--- config.mk ---
export PLATFORM = sky130hd
export DESIGN_NAME = mndp_front
export DESIGN_NICKNAME = d
export VERILOG_FILES = /design/src/sv/m_of_n_detection_persistence_top_defines.svh /design/src/sv/mndp_pkg.sv /design/src/sv/mndp_front.sv
export SDC_FILE = /design/constraint.sdc
export NUM_CORES = 1
export LEC_CHECK = 0
export ABC_AREA = 1
export BUFFER_PORTS_ARGS = -buffer_cell sky130_fd_sc_hd__buf_2
export CAP_MARGIN = 10
export CORE_ASPECT_RATIO = 2
export CORE_MARGIN = 8
export CORE_UTILIZATION = 32
export DETAILED_ROUTE_END_ITERATION = 12
export PLACE_DENSITY = 0.85
export SYNTH_ARGS = -nofsm -noshare
export SYNTH_HDL_FRONTEND = slang
export SYNTH_SLANG_ARGS = --single-unit
--- constraint.sdc ---
create_clock -name vclk -period 2.3
set_input_delay 0.69 -clock vclk [all_inputs]
set_output_delay 0.69 -clock vclk [all_outputs]
set_load 0.01 [all_outputs]
--- src/sv/m_of_n_detection_persistence_top_defines.svh ---
// Assertion macros for the m-of-n detection persistence block.
// Used by the queue and the back end; needs clk_i and rst_ni in scope.
`ifndef M_OF_N_DETECTION_PERSISTENCE_TOP_DEFINES_SVH
`define M_OF_N_DETECTION_PERSISTENCE_TOP_DEFINES_SVH

// Clocked assertion, switched off while reset is applied.
`define MNDP_ASSERT(lbl, prop, msg) \
  lbl: assert property (@(posedge clk_i) disable iff (!rst_ni) (prop)) else $error(msg);

// Implication whose consequent is checked in the cycle after its trigger.
`define MNDP_ASSERT_NEXT(lbl, trig, cons, msg) \
  lbl: assert property (@(posedge clk_i) disable iff (!rst_ni) (trig) |=> (cons)) \
    else $error(msg);

`endif

--- src/sv/mndp_pkg.sv ---
// Shared types and constants of the m-of-n detection persistence block.
// No dependencies.
package mndp_pkg;

  localparam int unsigned PosW   = 20;
  localparam int unsigned RangeW = 16;
  localparam int unsigned CfgW   = 16;
  localparam int unsigned CfgIdxW = 3;

  typedef enum logic [CfgIdxW-1:0] {
    CFG_WINDOW = 3'd0,
    CFG_HITS_NEEDED = 3'd1,
    CFG_RADIUS = 3'd2,
    CFG_NEAR = 3'd3,
    CFG_MID = 3'd4
  } cfg_idx_e;

  typedef enum logic [1:0] {
    CLS_NEAR = 2'd0,
    CLS_MID = 2'd1,
    CLS_FAR = 2'd2
  } range_class_e;

  typedef struct packed {
    logic signed [PosW-1:0] pos_x;
    logic signed [PosW-1:0] pos_y;
    logic [RangeW-1:0] sensor_range;
    logic frame_end;
  } in_item_t;

  typedef struct packed {
    logic confirmed;
    logic signed [PosW-1:0] out_x;
    logic signed [PosW-1:0] out_y;
    logic [1:0] range_class;
    logic [3:0] hit_count;
    logic [5:0] confirm_index;
    logic last_of_frame;
  } out_item_t;

  // Classified item as it waits between front and back end.
  typedef struct packed {
    logic signed [PosW-1:0] pos_x;
    logic signed [PosW-1:0] pos_y;
    logic [1:0] range_class;
    logic frame_end;
  } queued_t;

  typedef struct packed {
    logic [3:0] window_frames;
    logic [3:0] hits_needed;
    logic [15:0] match_radius;
    logic [15:0] near_limit;
    logic [15:0] mid_limit;
  } cfg_t;

endpackage

--- src/sv/mndp_front.sv ---
// Front end: accepts detections and classifies them by sensor range.
// Depends on mndp_pkg; feeds mndp_queue.
module mndp_front import mndp_pkg::*; (
  input  logic     in_valid_i,
  output logic     in_stall_o,
  input  in_item_t in_data_i,
  input  cfg_t     cfg_i,
  input  logic     q_full_i,
  output logic     q_push_o,
  output queued_t  q_data_o
);

  logic [1:0] cls;

  // Near is tested first, so limits out of order still give a defined class.
  always_comb begin
    if (in_data_i.sensor_range < cfg_i.near_limit) begin
      cls = CLS_NEAR;
    end else if (in_data_i.sensor_range < cfg_i.mid_limit) begin
      cls = CLS_MID;
    end else begin
      cls = CLS_FAR;
    end
  end

  assign in_stall_o = q_full_i;
  assign q_push_o = in_valid_i && !q_full_i;
  assign q_data_o = '{pos_x: in_data_i.pos_x, pos_y: in_data_i.pos_y,
                      range_class: cls, frame_end: in_data_i.frame_end};

endmodule

# Word level (Yosys, flattened, before mapping)

Cells that the tools add are included.

Flip-flop bits (word level): 0
Bits of input ports: 115
Output and inout bits: 45
Logic and storage cells: 6

Magnitude comparators: 2
Muxes and demuxes: 2
Reduce and logical (&&, ||, !) cells: 2

Operators with widths:

| operator                    | count |
|---|---|
| less-than comparator 16 bit | 2 |
| 2-to-1 mux 2 bit            | 2 |
| logical AND 1 bit           | 1 |
| logical NOT 1 bit           | 1 |

# Logic depth before layout (Yosys ltp)

Depth in word-level cells: 3
Gate-level depth with buffers: 12
Depth with buffers taken out: 12

# Worst setup path before layout

No wires, ideal clock.

Path type: input to output
From: input port cfg_i[5] (netlist bit)
To: output port q_data_o[1] (netlist bit)
Data arrival time: 1.609 ns
Data required time: 1.610 ns
Setup slack: 0.001 ns
Cell stages on the path: 9
Cells stage by stage: inv_1 > ha_1 > a21oi_1 > nor2_1 > nor3_1 > nand2_1 > nand2_1 > nand2_1 > nor2_1

RTL lines:

| item               | RTL line         | source |
|---|---|---|
| start: declaration | mndp_front.sv:7  | `input cfg_t cfg_i,` |
| end: declaration   | mndp_front.sv:10 | `output queued_t q_data_o` |

==> results.yml <==
worst_setup_path:
  critPathRequiredTime_ns: 1.61
  path_max_fanout: 2
  worstPathArrival_ns: 1.80
  critPathLaunchType: "primary input"
  cp-end-kind: "primary output"
  crit_type: "primary input to primary output"
  startpoint: "in_data_i[12]"
place:
  gp_congestion: 0.7699
  place.port_buffers: 54
  dp_hpwl_um: 2330
power_and_ir_drop:
  comb_power_share: 1.000
  p_per_area_nw_per_um2: 174.5
  power_uw: 242.0
  intPower_uw: 120.2
  ir_worst_vdd_mv: 0.07002
  power.net_switching_uw: 121.7
  switching_share: 0.5031
  pwr-share-seq: 0
  clock_power_share: 0
  p_leak_uw: 0.0008267
global_route:
  grt_use_total: 0.08496
  grt_start_max_net_pins: 4
  grt_pass1_wl_um: 4333
  grt_pass1_vias: 1157
  grt_overflow_total: 0
  antenna_found_initial: 0
floorplanning:
  core_area_um2: 3530
  dieArea_um2: 5889
  num_rows: 31
  die_w_um: 58.41
  die-height_um: 100.8
  initial_core_util: 0.3261
  ioPinCount: 160
hold_path:
  hp-start: "in_data_i[26]"
  worstHoldPathCells: 0
  worstHoldPathType: "primary input to primary output"
  hold_end: "q_data_o[12]"
finish:
  area_growth_pct: 20.43
  final_common_cell: "buf_2"
  finalNetCount: 339
  clkbuf_count: 0
  antenna_cells: 0
  seq_area_um2: 0
  utilization: 0.3928
  nFillCells: 369
  drive_gt1_frac: 0.4688
  seq_cells: 0
  final_cell_mix: "buf_2 (51), inv_1 (33), nand2_1 (32)"
run_status:
  violations: "negative setup slack"
  outcome: "complete, but fails checks"
synthesis:
  ys_seq_area_frac: 0
  avgSynthCellArea_um2: 6.395
  netlist_instances: 180
  synth_cell_types: 15
  yosys_warnings: 0
  syn_nets: 325
  syn_area_um2: 1151
detailed_routing:
  drt_iter0_drc: 8
  via_per_inst: 4.373
  wirelength_um: 2691
  drt-pass1-iter-count: 3
  drtAntennaViolNets: 0
  vias: 1054
  drc: 0
  wire_per_inst_um: 11.17
sta:
  setup_ws_ns: -0.1949
  slew_headroom: 0.8546
  layout_min_cycle_time_ns: 2.495
  period_share: 1.085
  fmax_ghz: 0.4008
  rsz0062_at_grt: "yes"
  setup_viol: 2
  hold_viol_final: 0
  worst_pin_slew_ns: 0.2165
  drv_slew: 0
cts:
  ctsHoldBuffers: 0
  post_cts_buffers: 0
job:
  cap_violations: 0
[per-stage QoR]
stage | worst slack [ns] | TNS [ns] | cell area (um^2) | instances | hold slack, ns
after CTS | -0.2395 | -0.4594 | 1300 | 241 | 1.380
after floorplan | 0.0005347 | 0 | 1151 | 180 | 1.428
after global routing | -0.3173 | -0.5988 | 1386 | 241 | 1.380
after global placement | -0.2478 | -0.4947 | 1167 | 241 | 1.380
after detailed placement | -0.2564 | -0.5127 | 1167 | 241 | 1.380
final | -0.1949 | -0.3863 | 1386 | 241 | 1.380
[cell type report]
class,count,area (um^2),share of cell area
inverter,42,160.2,0.1155
tap,49,61.31,0.04422
timing repair buffer,54,292.8,0.2112
multi-input combinational,96,872.1,0.6291
[repair_timing]
action,CTS,global route
gates resized for setup,18,17
hold endpoints to repair,0,0
pin swaps,15,9
setup endpoints to repair,2,2
[logic make-up (layout without fill, tap and decap cells)]
group                    after synthesis  count (layout)  synth area share
buffers and inverters                 84              96            0.4109
AND/OR/NAND/NOR                       49              49            0.1891
adder cells (fa/ha/maj)               30              30            0.3261
AO/OA/AOI/OAI                         17              17           0.07391
[synthesized netlist by cell type]
cell type  count  area (um^2)
o21ai_0        2        10.01
or2_1          1        6.260
nand3_1        1        5.000
a21oi_1       14        70.07
ha_1          30        375.4
nand2_1       34        127.6
buf_4         42        315.3
o21ai_1        1        5.000
nand3_2        1        10.01
nand2_2        1        6.260
nor4_4         1        21.27
nor2_1         7        26.28
nor3_1         3        15.01
inv_1         37        138.9
inv_2          5        18.77
[critical path: stages]
cell and delay, ns:
buf_2 0.11, ha_1 0.31, nand2_1 0.13, o21ai_1 0.09, nand2_1 0.07, nand3_2 0.08
a21oi_1 0.13, nor2_1 0.06, buf_2 0.14
[worst max-delay path by stage]
stage                     cells past startpoint          end  slack [ns]
final                                         9  q_data_o[1]       -0.19
after global routing                         12  q_data_o[2]       -0.32
after CTS                                    10  q_data_o[1]       -0.24
after detailed placement                     11  q_data_o[2]       -0.26
after global placement                       11  q_data_o[2]       -0.25
after floorplan                               9  q_data_o[1]      0.0005
[power by group through the flow]
stage                     Combinational [uW]  Sequential, uW  Clock (uW)
after floorplan                          189               0           0
after global placement                   184               0           0
after detailed placement                 193               0           0
after CTS                                219               0           0
after global routing                     279               0           0
final                                    242               0           0
[metal layers]
layer | up-vias | part of all wire | track usage
li1 | 535 | - | -
met3 | 12 | 0.084 | 0.02302
met2 | 48 | 0.49 | 0.1625
met4 | 0 | 0.019 | 0.01901
met5 | - | 0 | 0
met1 | 459 | 0.40 | 0.08559
Power figures use the tool's default switching activity.
