--- src/sv/m_of_n_detection_persistence_top_defines.svh ---
// Assertion macros for the m-of-n detection persistence block.
// Used by the queue and the back end; needs clk_i and rst_ni in scope.
`ifndef M_OF_N_DETECTION_PERSISTENCE_TOP_DEFINES_SVH
`define M_OF_N_DETECTION_PERSISTENCE_TOP_DEFINES_SVH

// Clocked assertion, switched off while reset is applied.
`define MNDP_ASSERT(lbl, prop, msg) \
  lbl: assert property (@(posedge clk_i) disable iff (!rst_ni) (prop)) else $error(msg);

// Implication whose consequent is checked in the cycle after its trigger.
`define MNDP_ASSERT_NEXT(lbl, trig, cons, msg) \
  lbl: assert property (@(posedge clk_i) disable iff (!rst_ni) (trig) |=> (cons)) \
    else $error(msg);

`endif

--- src/sv/mndp_pkg.sv ---
// Shared types and constants of the m-of-n detection persistence block.
// No dependencies.
package mndp_pkg;

  localparam int unsigned PosW   = 20;
  localparam int unsigned RangeW = 16;
  localparam int unsigned CfgW   = 16;
  localparam int unsigned CfgIdxW = 3;

  typedef enum logic [CfgIdxW-1:0] {
    CFG_WINDOW = 3'd0,
    CFG_HITS_NEEDED = 3'd1,
    CFG_RADIUS = 3'd2,
    CFG_NEAR = 3'd3,
    CFG_MID = 3'd4
  } cfg_idx_e;

  typedef enum logic [1:0] {
    CLS_NEAR = 2'd0,
    CLS_MID = 2'd1,
    CLS_FAR = 2'd2
  } range_class_e;

  typedef struct packed {
    logic signed [PosW-1:0] pos_x;
    logic signed [PosW-1:0] pos_y;
    logic [RangeW-1:0] sensor_range;
    logic frame_end;
  } in_item_t;

  typedef struct packed {
    logic confirmed;
    logic signed [PosW-1:0] out_x;
    logic signed [PosW-1:0] out_y;
    logic [1:0] range_class;
    logic [3:0] hit_count;
    logic [5:0] confirm_index;
    logic last_of_frame;
  } out_item_t;

  // Classified item as it waits between front and back end.
  typedef struct packed {
    logic signed [PosW-1:0] pos_x;
    logic signed [PosW-1:0] pos_y;
    logic [1:0] range_class;
    logic frame_end;
  } queued_t;

  typedef struct packed {
    logic [3:0] window_frames;
    logic [3:0] hits_needed;
    logic [15:0] match_radius;
    logic [15:0] near_limit;
    logic [15:0] mid_limit;
  } cfg_t;

endpackage

--- src/sv/mndp_queue.sv ---
// Two-entry queue between the front and back ends.
// Depends on mndp_pkg and the assertion macro header.
`include "m_of_n_detection_persistence_top_defines.svh"
module mndp_queue import mndp_pkg::*; (
  input  logic    clk_i,
  input  logic    rst_ni,
  input  logic    push_i,
  input  queued_t push_data_i,
  output logic    full_o,
  input  logic    pop_i,
  output queued_t pop_data_o,
  output logic    empty_o
);

  queued_t     mem_q [2];
  logic        wr_q;
  logic        rd_q;
  logic [1:0]  cnt_q;

  assign full_o = cnt_q == 2'd2;
  assign empty_o = cnt_q == 2'd0;
  assign pop_data_o = mem_q[rd_q];

  always_ff @(posedge clk_i) begin
    if (push_i) begin
      mem_q[wr_q] <= push_data_i;
    end
  end

  always_ff @(posedge clk_i or negedge rst_ni) begin
    if (!rst_ni) begin
      wr_q <= 1'b0;
      rd_q <= 1'b0;
      cnt_q <= 2'd0;
    end else begin
      if (push_i) wr_q <= ~wr_q;
      if (pop_i) rd_q <= ~rd_q;
      if (push_i && !pop_i) cnt_q <= cnt_q + 2'd1;
      else if (pop_i && !push_i) cnt_q <= cnt_q - 2'd1;
    end
  end

  `MNDP_ASSERT(a_cnt_bound, cnt_q <= 2'd2, "queue count out of range")
  `MNDP_ASSERT(a_no_overflow, !(push_i && full_o), "push into full queue")
  `MNDP_ASSERT(a_no_underflow, !(pop_i && empty_o), "pop from empty queue")

endmodule

--- config.mk ---
export PLATFORM = sky130hd
export DESIGN_NAME = mndp_queue
export DESIGN_NICKNAME = d
export VERILOG_FILES = /design/src/sv/mndp_pkg.sv /design/src/sv/mndp_queue.sv
export VERILOG_INCLUDE_DIRS = /design/src /design/src/sv
export SDC_FILE = /design/constraint.sdc
export NUM_CORES = 1
export LEC_CHECK = 0
export ABC_CLOCK_PERIOD_IN_PS = 3750
export BUFFER_PORTS_ARGS = -buffer_cell sky130_fd_sc_hd__buf_2
export CAP_MARGIN = 10
export CORE_MARGIN = 5
export CORE_UTILIZATION = 50
export DETAILED_ROUTE_END_ITERATION = 10
export MAX_ROUTING_LAYER = met4
export PLACE_DENSITY = 0.86
export RECOVER_POWER = 50
export REMOVE_ABC_BUFFERS = 1
export SYNTH_ARGS = -nofsm -noshare
export SYNTH_HDL_FRONTEND = slang
export SYNTH_SLANG_ARGS = --single-unit
--- constraint.sdc ---
create_clock -name clk_i -period 3.75 [get_ports clk_i]
set_input_delay 0.375 -clock clk_i [delete_from_list [all_inputs] [get_ports clk_i]]
set_output_delay 0.375 -clock clk_i [all_outputs]
set_load 0.03 [all_outputs]
# Word level (Yosys, flattened, before mapping)

Memory sizes are Yosys's and may differ from the RTL's.
Index checks and enable logic that the tools add are counted.

Bitwise operators: 2
Equality and inequality tests: 1
Reduce and logical (&&, ||, !) cells: 6
Add/subtract/negate cells: 2
Multiplexer cells: 4

Operators with widths:

| cell                | number |
|---|---|
| $mux 2              | 2 |
| $add 2x1->2 const B | 1 |
| $eq 2x2->1 const B  | 1 |
| $logic_and 1x1->1   | 2 |
| $logic_not 1->1     | 2 |
| $logic_not 2->1     | 1 |
| $mux 1              | 2 |
| $not 1->1           | 2 |
| $reduce_bool 2->1   | 1 |
| $sub 2x1->2 const B | 1 |

Flip-flop bits (word level): 4
RAM bits: 86
Bits of input ports: 47
Memories kept: 1
Logic and storage cells: 19
Output and inout bits: 45

Memory list:

| memory | words | bits a word | rd ports | clocked after Yosys merged registers in | write ports | RTL line         | source |
|---|---|---|---|---|---|---|---|
| mem_q  | 2     | 43          | 1        | 0                                       | 1           | mndp_queue.sv:15 | `queued_t mem_q [2];` |

# Logic depth before layout (Yosys ltp)

Gate-level depths: netlist (run 1).

Depth after elaboration: 4
Depth in mapped cells: 5
Gate-level depth less buffers: 5

# Worst setup path before layout (run 1)

Ideal clock, no wire load.

Path type: reg2reg
Start: register wr_q
End: memory mem_q[0][0] (netlist bit) (enable)
Stages on the path, launching flop included: 2
Arrival time: 2.325 ns
Data required time: 3.301 ns
Setup slack: 0.977 ns
Library setup time: 0.449 ns
Path through: dfrtp_1 -> nor2b_1

RTL lines:

| element                | RTL line         | source |
|---|---|---|
| from (decl)            | mndp_queue.sv:16 | `logic wr_q;` |
| from (signal assigned) | mndp_queue.sv:36 | `if (push_i) wr_q <= ~wr_q;` |
| to (decl)              | mndp_queue.sv:15 |  |

Straight into the memory's write port.

==> results of run 1 <==
[sequential cells by signal (all words and copies together) (netlist names)]
| signal | count |
|---|---|
| mem_q | 86 |
| cnt_q | 2 |
| rd_q | 1 |
| wr_q | 1 |
[final cells by class]
cell class | count | share of cell area, %
Clock inverter | 7 | 1.59
Multi-Input combinational cell | 54 | 17.3
Sequential cell | 90 | 64.3
Timing Repair Buffer | 95 | 10.9
Clock buffer | 9 | 2.97
Inverter | 1 | 0.0900
Tap cell | 96 | 2.88
[kinds of logic after synthesis]
family / count (synthesis)
xor+xnor: 5
fa+ha+maj: 1
buf+inv: 6
flops: 90
mux: 43
simple gates: 5
[layer usage]
metal  wire (um)  vias up  share of wire (%)
met3         308        4                5.5
met4          52        0               0.93
met5           0        -                  0
met2        2770       64                 49
li1            -      788                  -
met1        2480      818                 44
[report_power, final]
group	internal, uW	total, uW	switching [uW]
combinational	509	1270	759
sequential	1340	1440	100
clock	260	618	358
total	2110	3320	1220
[worst max path at each step]
stage	start	to	slack, ns	cells after the start
6_report	rd_q$_DFFE_PN0P_	pop_data_o[36]	1.17	3
5_1_grt	rd_q$_DFFE_PN0P_	pop_data_o[36]	1.04	3
4_1_cts	rd_q$_DFFE_PN0P_	pop_data_o[36]	1.41	3
3_5_place_dp	push_i	mem_q[0][14]$_DFFE_PP_	1.78	3
3_3_place_gp	push_i	mem_q[0][14]$_DFFE_PP_	1.80	3
2_1_floorplan	wr_q$_DFFE_PN0P_	mem_q[0][0]$_DFFE_PP_	0.98	1
[synthesized netlist by cell type, drive strengths merged]
| cell | instances | area share [%] |
|---|---|---|
| ha | 1 | 0.36 |
| dfrtp | 4 | 2.9 |
| nor2b | 2 | 0.36 |
| xor2 | 4 | 1.0 |
| buf | 5 | 2.6 |
| edfxtp | 86 | 74 |
| mux2 | 43 | 18 |
| inv | 1 | 0.11 |
| and2 | 1 | 0.18 |
| nor2 | 2 | 0.22 |
| xnor2 | 1 | 0.25 |
[metrics by stage]
stage	hold slack (ns)	setup WS, ns
detailed placement	0.192	1.78
finish	0.208	1.17
CTS	0.188	1.41
global placement	0.190	1.80
global route	0.168	1.04
floorplan	0.0794	0.977
[timing repair]
item / in CTS / in global routing
hold buffers: 1 / 0
hold endpoints to repair: 4 / 0
endpoints found under the setup margin: 0 / 0
==> metrics.md, run 1 <==
| Metric | Value |
|---|---|
| Outcome | complete, no violations |
| First-pass GRT wire length | 8770 um |
| Met2 Use GR | 21.2% |
| Routed vias | 1674 |
| Core Area | 6790 um^2 |
| Met3 GRT Util | 4.02% |
| Setup TNS | 0 ns |
| Final Cycle Share | 68.7% |
| DR iter-0 viols | 64 |
| Footprint of the multi-input gates | 722 um^2 |
| Top Usage Layer GRT | met2 |
| Drt pass-1 iters | 4 |
| Leak | 0.00164 uW |
| # placed instances | 335 |
| Mapped cell area | 3490 um^2 |
| Most common cell after layout, fill and taps aside | edfxtp_1 |
| Die area | 8750 um^2 |
| FP Rows | 30 |
| Simple-gate share of the synthesized area | 0.753% |
| GRT overflow | 0 |
| # setup viols final | 0 |
| Worst-path cell with the longest stage delay | dfrtp_1 |
| Clock Root Buffer | clkbuf_8 |
| Clock Pin Slew Worst Setup and Hold Paths | 0.10 ns |
| Max frequency | 388 MHz |
| Seq/Total Area, Yosys | 76.8% |
| Post-synthesis xor/xnor area fraction | 1.25% |
| Worst path bufs/invs | 2 |
| Initial antenna violation count | 0 |
| Worst hold path depth | 1 |
| IO Port Bufs | 91 |
| Boundary Pins | 92 |
| Worst-Skew Late Latency | 0.34 ns |
| Distinct cell type count after synthesis | 13 |
| Design area | 4170 um^2 |
| DRC | 0 |
| GRT Overall Usage | 13.9% |
| Post-DP HPWL | 3980 um |
| Critical Path AT | 2.20 ns |
| Period minus WS final | 2.58 ns |
| Diodes inserted | 0 |
| Post CTS Setup Buffer Count | 0 |
| Initial Util | 51.4% |
| Adder-Cell Fraction of Synth Area | 0.358% |
| Clock Tree Buf Depth | 2 |
| Hold crit path type | in -> reg |
| Worst-Margin Slew | 1.02 ns |
| Worst Path Max Fanout | 18 |
| Mux cell area share after synthesis | 18.1% |
| Met1 Track Usage GR | 17.5% |
| Crit path required time | 3.38 ns |
| Die width | 93.6 um |
| Routed Antenna Nets | 0 |
| CP delay by family, top | flip-flops |
| Area Overhead vs Synth | 19.5% |
| Final net count | 299 |
| Reg2reg start | wr_q$_DFFE_PN0P_ |
| Syn. warnings | 0 |
| TritonCTS clock tree | built |
| R2r setup slk | 1.95 ns |
| Cells on worst reg2reg path | 2 |
| Vias in the first global route | 1728 |
| Final hold viol count | 0 |
| WL/cell | 15.9 um |
| Register bit total from synthesis | 90 |
| Layout cells sized above 1 | 49.6% |
| Most frequent cells in the layout | edfxtp_1 (86), buf_2 (63), mux2_4 (39) |
| Setup crit start kind | flop |
| End of the worst hold path | mem_q[1][28]$_DFFE_PP_ |
| Critical path class | reg -> out |
| Hold path start | push_data_i[28] |
| Final cell count without fillers | 352 |
| # resized after CTS | 0 |
| Worst setup EP type | output port |
| Syn_area_per_cell | 23.3 um^2 |
| RSZ-0062 raised after global routing | false |
| RD Place Congestion | 0.677 |
| Via-to-Cell Ratio | 4.76 |
| Final Skew | 0.00692 ns |
| Pwr Density | 797 nW/um^2 |
| CTS sink cnt | 90 |
| Die Y | 93.6 um |
| MaxCap Viol Count | 0 |
| Post-synthesis cell count | 150 |
| Rel. slew slack | 31.9% |
| Max-slew violation count | 0 |
| Final wirelength | 5610 um |
| Slowest stage delay, CP | 0.86 ns |
| Main combinational cell family by area after synthesis | multiplexers |
| Pwr Total | 3320 uW |
| Reg area | 2680 um^2 |
| H-tree lvl count | 3 |
| Crit-path cells | buf_4, mux2_2, buf_2 |
| Num CTS Buffers | 9 |
| Post-synthesis compound-gate area fraction | 0% |
| Largest net degree at the start of global routing | 44 |
| Fill cells | 499 |
| VDD IR-drop max | 0.555 mV |
| Dpl cell area | 4010 um^2 |
| Reg-to-reg critical path endpoint | mem_q[0][5]$_DFFE_PP_ |
| Final core occ | 61.4% |
(Power assumes the default switching activity.)
==> run 2: changes to the inputs <==
- ABC_AREA: unset -> 1
- ABC_CLOCK_PERIOD_IN_PS: 3750 -> 2150
- CORE_UTILIZATION: 50 -> 47
- PLACE_DENSITY: 0.86 -> 0.85
- clock period: 3.75 -> 2.15 ns (I/O delays scaled with it)
==> metrics.md, run 2 <==
| Metric | Value |
|---|---|
| DR iter-0 viols | 52 (-19%) |
| Post-DP HPWL | 3900 um (-1.9%) |
| Routed vias | 1676 (+0.12%) |
| Rel. slew slack | 61.7% (+30 points) |
| Fill cells | 583 (+17%) |
| Initial Util | 48.4% (-3.0 points) |
| RD Place Congestion | 0.608 (-10%) |
| Routed Antenna Nets | 0 (unchanged) |
| Most frequent cell after synthesis | edfxtp_1 |
| Final net count | 310 (+3.7%) |
| Final cell count without fillers | 366 (+4.0%) |
| Post-route setup slack | 0.323 ns (-0.849 ns) |
| Vias in the first global route | 1773 (+2.6%) |
| Final wirelength | 5530 um (-1.4%) |
| Final core occ | 58.7% (-2.7 points) |
| Max frequency | 547 MHz |
| Design area | 4260 um^2 (+2.1%) |
| Seq pwr share | 40.4% (-2.9 points) |
| Top post-synthesis cells by count | edfxtp_1 (86), mux2_4 (39), inv_1 (7) |
| Leak | 0.00170 uW (+3.7%) |
| Syn. warnings | 0 (unchanged) |
| H-tree lvl count | 3 (unchanged) |
| Most flops, register | mem_q |
| EDFF count, synth | 86 (unchanged) |
| Boundary Pins | 92 (unchanged) |
| Max-slew violation count | 0 (unchanged) |
| Clk network pwr share | 21.5% (+2.9 points) |
| Layout cells sized above 1 | 48.3% (-1.3 points) |
| WL/cell | 15.1 um (-5.2%) |
| FP Rows | 31 (+3.3%) |
| # placed instances | 349 (+4.2%) |
| TritonCTS clock tree | built |
| Period minus WS final | 1.83 ns |
| Main synth FF type | edfxtp_1 |
| RSZ-0062 raised after global routing | false |
| Syn_area_per_cell | 22.1 um^2 (-5.1%) |
| Critical Path AT | 1.61 ns (-0.59 ns) |
| Setup crit start kind | flop |
| GRT overflow | 0 (unchanged) |
| Clock Pin Slew Worst Setup and Hold Paths | 0.08 ns (-0.02 ns) |
| Worst Path Max Fanout | 21 (+3) |
| Comb power frac | 38.2% (about the same) |
| Largest net degree at the start of global routing | 24 (-45%) |
| Top cells by area, synth | edfxtp_1 (74%), mux2_4 (17%), dfrtp_1 (2.9%), buf_12 (2.3%), mux2_2 (1.3%) |
| Num CTS Buffers | 9 (unchanged) |
| Post CTS Setup Buffer Count | 0 (unchanged) |
| Clock Root Buffer | clkbuf_8 |
| First-pass GRT wire length | 8240 um (-6.1%) |
| MaxCap Viol Count | 0 (unchanged) |
| Crit path required time | 1.93 ns (-1.45 ns) |
| Largest regs | mem_q x86, cnt_q x2 |
| Post-synthesis cell count | 159 (+6.0%) |
| DRC | 0 (unchanged) |
| Diodes inserted | 0 (unchanged) |
| VDD IR-drop max | 0.648 mV (+17%) |
| Seq/Total Area, Yosys | 76.4% (-0.44 points) |
| Worst-Skew Late Latency | 0.34 ns (about the same) |
| Worst-path cell with the longest stage delay | mux2_2 |
| Die Y | 96.4 um (+3.1%) |
| Async S/R FF share, synth | 4.44% (unchanged) |
| Worst-Margin Slew | 0.574 ns (-0.447 ns) |
| Drt pass-1 iters | 4 (unchanged) |
| CTS sink cnt | 90 (unchanged) |
| Mapped cell area | 3510 um^2 (+0.57%) |
| Register bit total from synthesis | 90 (unchanged) |
| Slowest stage delay, CP | 0.39 ns (-0.47 ns) |
| Switching share of power | 33.7% (-2.9 points) |
| Final Skew | 0.00600 ns (-0.000916 ns) |
| Die width | 96.4 um (+3.1%) |
| Distinct cell type count after synthesis | 14 (+1) |
| Final hold viol count | 0 (unchanged) |
| Internal | 4000 uW (+90%) |
| Setup slack at placement | 0.656 ns (-1.12 ns) |
| Crit-path cells | buf_4, mux2_2, buf_2 |
| Synth top area share | 73.6% (-0.42 points) |
| Final Cycle Share | 85.0% |
| Pwr Density | 1420 nW/um^2 (+78%) |
| Via-to-Cell Ratio | 4.58 (-3.7%) |
| IO Port Bufs | 91 (unchanged) |
| Critical path class | reg -> out |
| Clock Tree Buf Depth | 2 (unchanged) |
| Initial antenna violation count | 0 (unchanged) |
| NetSw | 2040 uW (+67%) |
| # setup viols final | 0 (unchanged) |
| Worst setup EP type | output port |
| Area Overhead vs Synth | 21.3% |
| GRT Overall Usage | 12.7% (-1.2 points) |
| Most common cell after layout, fill and taps aside | edfxtp_1 |
| Outcome | complete, no violations |
| Hold crit path type | in -> reg |
| Core Area | 7250 um^2 (+6.8%) |
| Die area | 9300 um^2 (+6.2%) |
| Max FFs per register | 86 (unchanged) |
| Most frequent cells in the layout | edfxtp_1 (86), buf_2 (63), mux2_4 (39) |
| Post-synth top area cell | edfxtp_1 |
| Setup TNS | 0 ns (unchanged) |
| Dpl cell area | 4060 um^2 (+1.2%) |
[run 2: cell count changes after synthesis, sizes merged]
| cell | change |
|---|---|
| nor2b | -2 |
| nor2 | +1 |
| inv | +6 |
| xor2 | -2 |
| nand4 | +1 |
| nand3 | +1 |
| nand2 | +5 |
| and2 | -1 |
[run 2: cells by family (layout without fill, tap and decap cells)]
| logic type | after synthesis | in the layout | share of synthesized area, % |
|---|---|---|---|
| DFF | 90 | 90 | 76.4 |
| muxes | 43 | 43 | 18.0 |
| buffers and inverters | 12 | 120 | 3.35 |
| and+or+nand+nor | 10 | 10 | 1.18 |
| xor gates and xnor gates | 3 | 3 | 0.749 |
| adders and majority gates | 1 | 1 | 0.356 |
[run 2: worst max-delay path: cells and delay by family (launching register included)]
kind | cells | cell delay [ns]
flops | 1 | 0.36
buf+inv | 2 | 0.51
mux | 1 | 0.39
[run 2: metal layers]
layer  GRT usage (%)  wire length, um  vias to the layer above
met4            5.96               78                        0
met2            21.1             2830                       61
met3            4.18              417                        6
met1            13.8             2200                      797
met5               -                0                        -
li1                -                -                      812
[run 2: through the flow]
stage               power [uW]  hold WS, ns
finish                    6040       0.0575
global route              6340       0.0304
CTS                       6160       0.0280
detailed placement        4850       0.0277
global placement          4790       0.0267
floorplan                 4270      -0.0806
[run 2: what timing repair did]
action	in CTS	in global routing
hold endpoints to repair	4	0
resized for setup	0	0
hold buffers	1	0
setup endpoints to repair	0	0
[run 2: cell type report]
type / instances / area [um^2] / area share (%)
clock buffer: 10 / 128 / 3.00
clock inverter: 6 / 105 / 2.47
inverter: 7 / 26.3 / 0.617
multi-input combinational: 57 / 718 / 16.9
sequential: 90 / 2680 / 63.0
tap: 99 / 124 / 2.91
timing repair buffer: 97 / 475 / 11.2
[run 2: worst paths after layout]
path                                      start                endpoint  slack (ns)  cells past startpoint
max                            rd_q$_DFFE_PN0P_          pop_data_o[40]        0.32                      3
min                             push_data_i[21]  mem_q[0][21]$_DFFE_PP_        0.06                      1
max reg2reg                    wr_q$_DFFE_PN0P_  mem_q[1][37]$_DFFE_PP_        0.67                      3
min reg2reg                cnt_q[1]$_DFFE_PN0P_    cnt_q[1]$_DFFE_PN0P_        0.53                      2
max in group asynchronous                rst_ni        rd_q$_DFFE_PN0P_        1.68                      2
min in group asynchronous                rst_ni        wr_q$_DFFE_PN0P_        0.25                      2
[run 2: power groups by stage]
stage                     Sequential (uW)  Combinational (uW)  Clock, uW
after floorplan                      2620                1650          0
after global placement               2460                2330          0
after detailed placement             2480                2360          0
after CTS                            2440                2370       1350
after global routing                 2480                2450       1420
final                                2440                2310       1300
==> run 3: changes to the inputs <==
- ABC_CLOCK_PERIOD_IN_PS: 2150 -> 1600
- clock period: 2.15 -> 1.6 ns (I/O delays scaled with it)
==> metrics.md, run 3 (same netlist as run 2, synthesis figures left out) <==
| Metric | Value |
|---|---|
| Outcome | complete, but fails checks |
| Violated checks | negative setup slack |
| First-pass GRT wire length | 9540 um (+16%) |
| Core Area | 7250 um^2 (unchanged) |
| Post-DP HPWL | 3830 um (-2.0%) |
| Cells on worst reg2reg path | 2 (-1) |
| Max FFs per register | 86 (unchanged) |
| Hold crit path type | in -> reg |
| Crit-path cells | buf_12, mux2_4, buf_6 |
| Initial antenna violation count | 0 (unchanged) |
| Worst path bufs/invs | 2 (unchanged) |
| Footprint of the multi-input gates | 733 um^2 (+2.1%) |
| Reg area | 2680 um^2 (unchanged) |
| Fill cells | 522 (-10%) |
| MaxCap Viol Count | 0 (unchanged) |
| Crit path required time | 1.44 ns (-0.49 ns) |
| Final wirelength | 6280 um (+14%) |
| Clock Pin Slew Worst Setup and Hold Paths | 0.09 ns (about the same) |
| DRC | 0 (unchanged) |
| Clock Root Buffer | clkbuf_8 |
| RSZ-0062 raised after global routing | true |
| Vias in the first global route | 2005 (+13%) |
| CP delay by family, top | flip-flops |
| Post CTS Setup Buffer Count | 0 (unchanged) |
| Via-to-Cell Ratio | 4.59 (+0.24%) |
| VDD IR-drop max | 0.875 mV (+35%) |
| Worst Path Max Fanout | 26 (+24%) |
| Worst-Skew Late Latency | 0.33 ns (about the same) |
| Routed Antenna Nets | 0 (unchanged) |
| DR iter-0 viols | 54 (+3.8%) |
| Critical path class | reg -> out |
| Worst setup EP type | output port |
| Most common cell after layout, fill and taps aside | edfxtp_1 |
| Max frequency | 613 MHz |
| R2r setup slk | 0.34 ns (-0.33 ns) |
| Max-slew violation count | 0 (unchanged) |
| Area Overhead vs Synth | 37.0% |
| CP Depth | 3 (unchanged) |
| TritonCTS clock tree | built |
| WL/cell | 15.8 um (+4.4%) |
| Worst-Margin Slew | 0.357 ns (-0.217 ns) |
| Routed vias | 1827 (+9.0%) |
| Final hold viol count | 0 (unchanged) |
| Post-route setup slack | -0.0319 ns (-0.355 ns) |
| Critical Path AT | 1.47 ns (-0.14 ns) |
| Setup crit start kind | flop |
| FP Rows | 31 (unchanged) |
| Worst hold path depth | 1 (unchanged) |
| CTS sink cnt | 90 (unchanged) |
| GRT Overall Usage | 14.2% (+1.6 points) |
| Clock Tree Buf Depth | 2 (unchanged) |
| Drt pass-1 iters | 4 (unchanged) |
| Pwr Density | 1780 nW/um^2 (+26%) |
| Worst-path cell with the longest stage delay | dfrtp_2 |
| Final net count | 341 (+10%) |
| Period minus WS final | 1.63 ns |
| Initial Util | 48.4% (unchanged) |
| Layout cells sized above 1 | 40.9% (-7.4 points) |
| Most frequent cells in the layout | edfxtp_1 (86), mux2_4 (43), buf_6 (42) |
| Die width | 96.4 um (unchanged) |
| RD Place Congestion | 0.614 (+0.97%) |
| Leak | 0.00189 uW (+11%) |
| Die Y | 96.4 um (unchanged) |
| Largest net degree at the start of global routing | 27 (+13%) |
| Boundary Pins | 92 (unchanged) |
| Rel. slew slack | 76.2% (+14 points) |
| Final Skew | 0.00757 ns (+0.00156 ns) |
| Setup slack at placement | 0.297 ns (-0.359 ns) |
| GRT overflow | 0 (unchanged) |
| Final core occ | 66.3% (+7.6 points) |
| Most flops, register | mem_q |
| # setup viols final | 27 (+27) |
| IO Port Bufs | 91 (unchanged) |
| H-tree lvl count | 3 (unchanged) |
| Num CTS Buffers | 9 (unchanged) |
| Die area | 9300 um^2 (unchanged) |
| Final Cycle Share | 102% |
| Slowest stage delay, CP | 0.42 ns (+0.03 ns) |
| Largest regs | mem_q x86, cnt_q x2 |
-- run 3: routing by layer --
layer / global-route usage (%) / part of all wire, % / vias up
met3: 3.87 / 6.2 / 8
met1: 15.3 / 40 / 885
met4: 4.91 / 1.2 / 0
li1: - / - / 878
met5: - / 0 / -
met2: 25.4 / 53 / 56
-- run 3: final timing paths --
path / startpoint / to
worst min register to register: cnt_q[1]$_DFFE_PN0P_ / cnt_q[1]$_DFFE_PN0P_
worst max-delay path: rd_q$_DFFE_PN0P_ / pop_data_o[19]
worst max register to register: wr_q$_DFFE_PN0P_ / mem_q[0][5]$_DFFE_PP_
max in group asynchronous: rst_ni / rd_q$_DFFE_PN0P_
min in group asynchronous: rst_ni / cnt_q[1]$_DFFE_PN0P_
worst min-delay path: push_data_i[5] / mem_q[1][5]$_DFFE_PP_
-- run 3: metrics by stage --
step	TNS [ns]	std cells	instance area, um^2	total power [uW]	hold slack, ns
6_report	-0.565	398	4810	8570	0.0214
5_1_grt	-2.80	397	4810	8960	0.00482
4_1_cts	-1.41	394	4800	8600	0.000872
3_5_place_dp	0	350	4090	6590	-0.0293
3_3_place_gp	0	350	4090	6530	-0.0324
2_1_floorplan	-76.52	154	3420	5740	-0.136
-- run 3: area by class of cell --
class	count	area share (%)
flip-flops and latches	90	55.8
repair buffers	128	22.2
multi-input cells	57	15.2
clock buffers	10	2.65
well taps	99	2.58
clock inverters	6	0.859
inverters	7	0.546
diodes	1	0.0520
-- run 3: where the power goes --
group | internal (uW) | total [uW] | leakage [uW] | switching [uW]
Clock | 568 | 1340 | 0.0000807 | 767
Sequential | 3130 | 3290 | 0.000853 | 158
Combinational | 1900 | 3950 | 0.000955 | 2050
-- run 3: what timing repair did --
item | 4_1_cts | 5_1_grt
hold endpoints to repair | 57 | 4
setup endpoints to repair | 43 | 43
hold buffers | 28 | 3
resized for setup | 85 | 4
cloned | 0 | 0
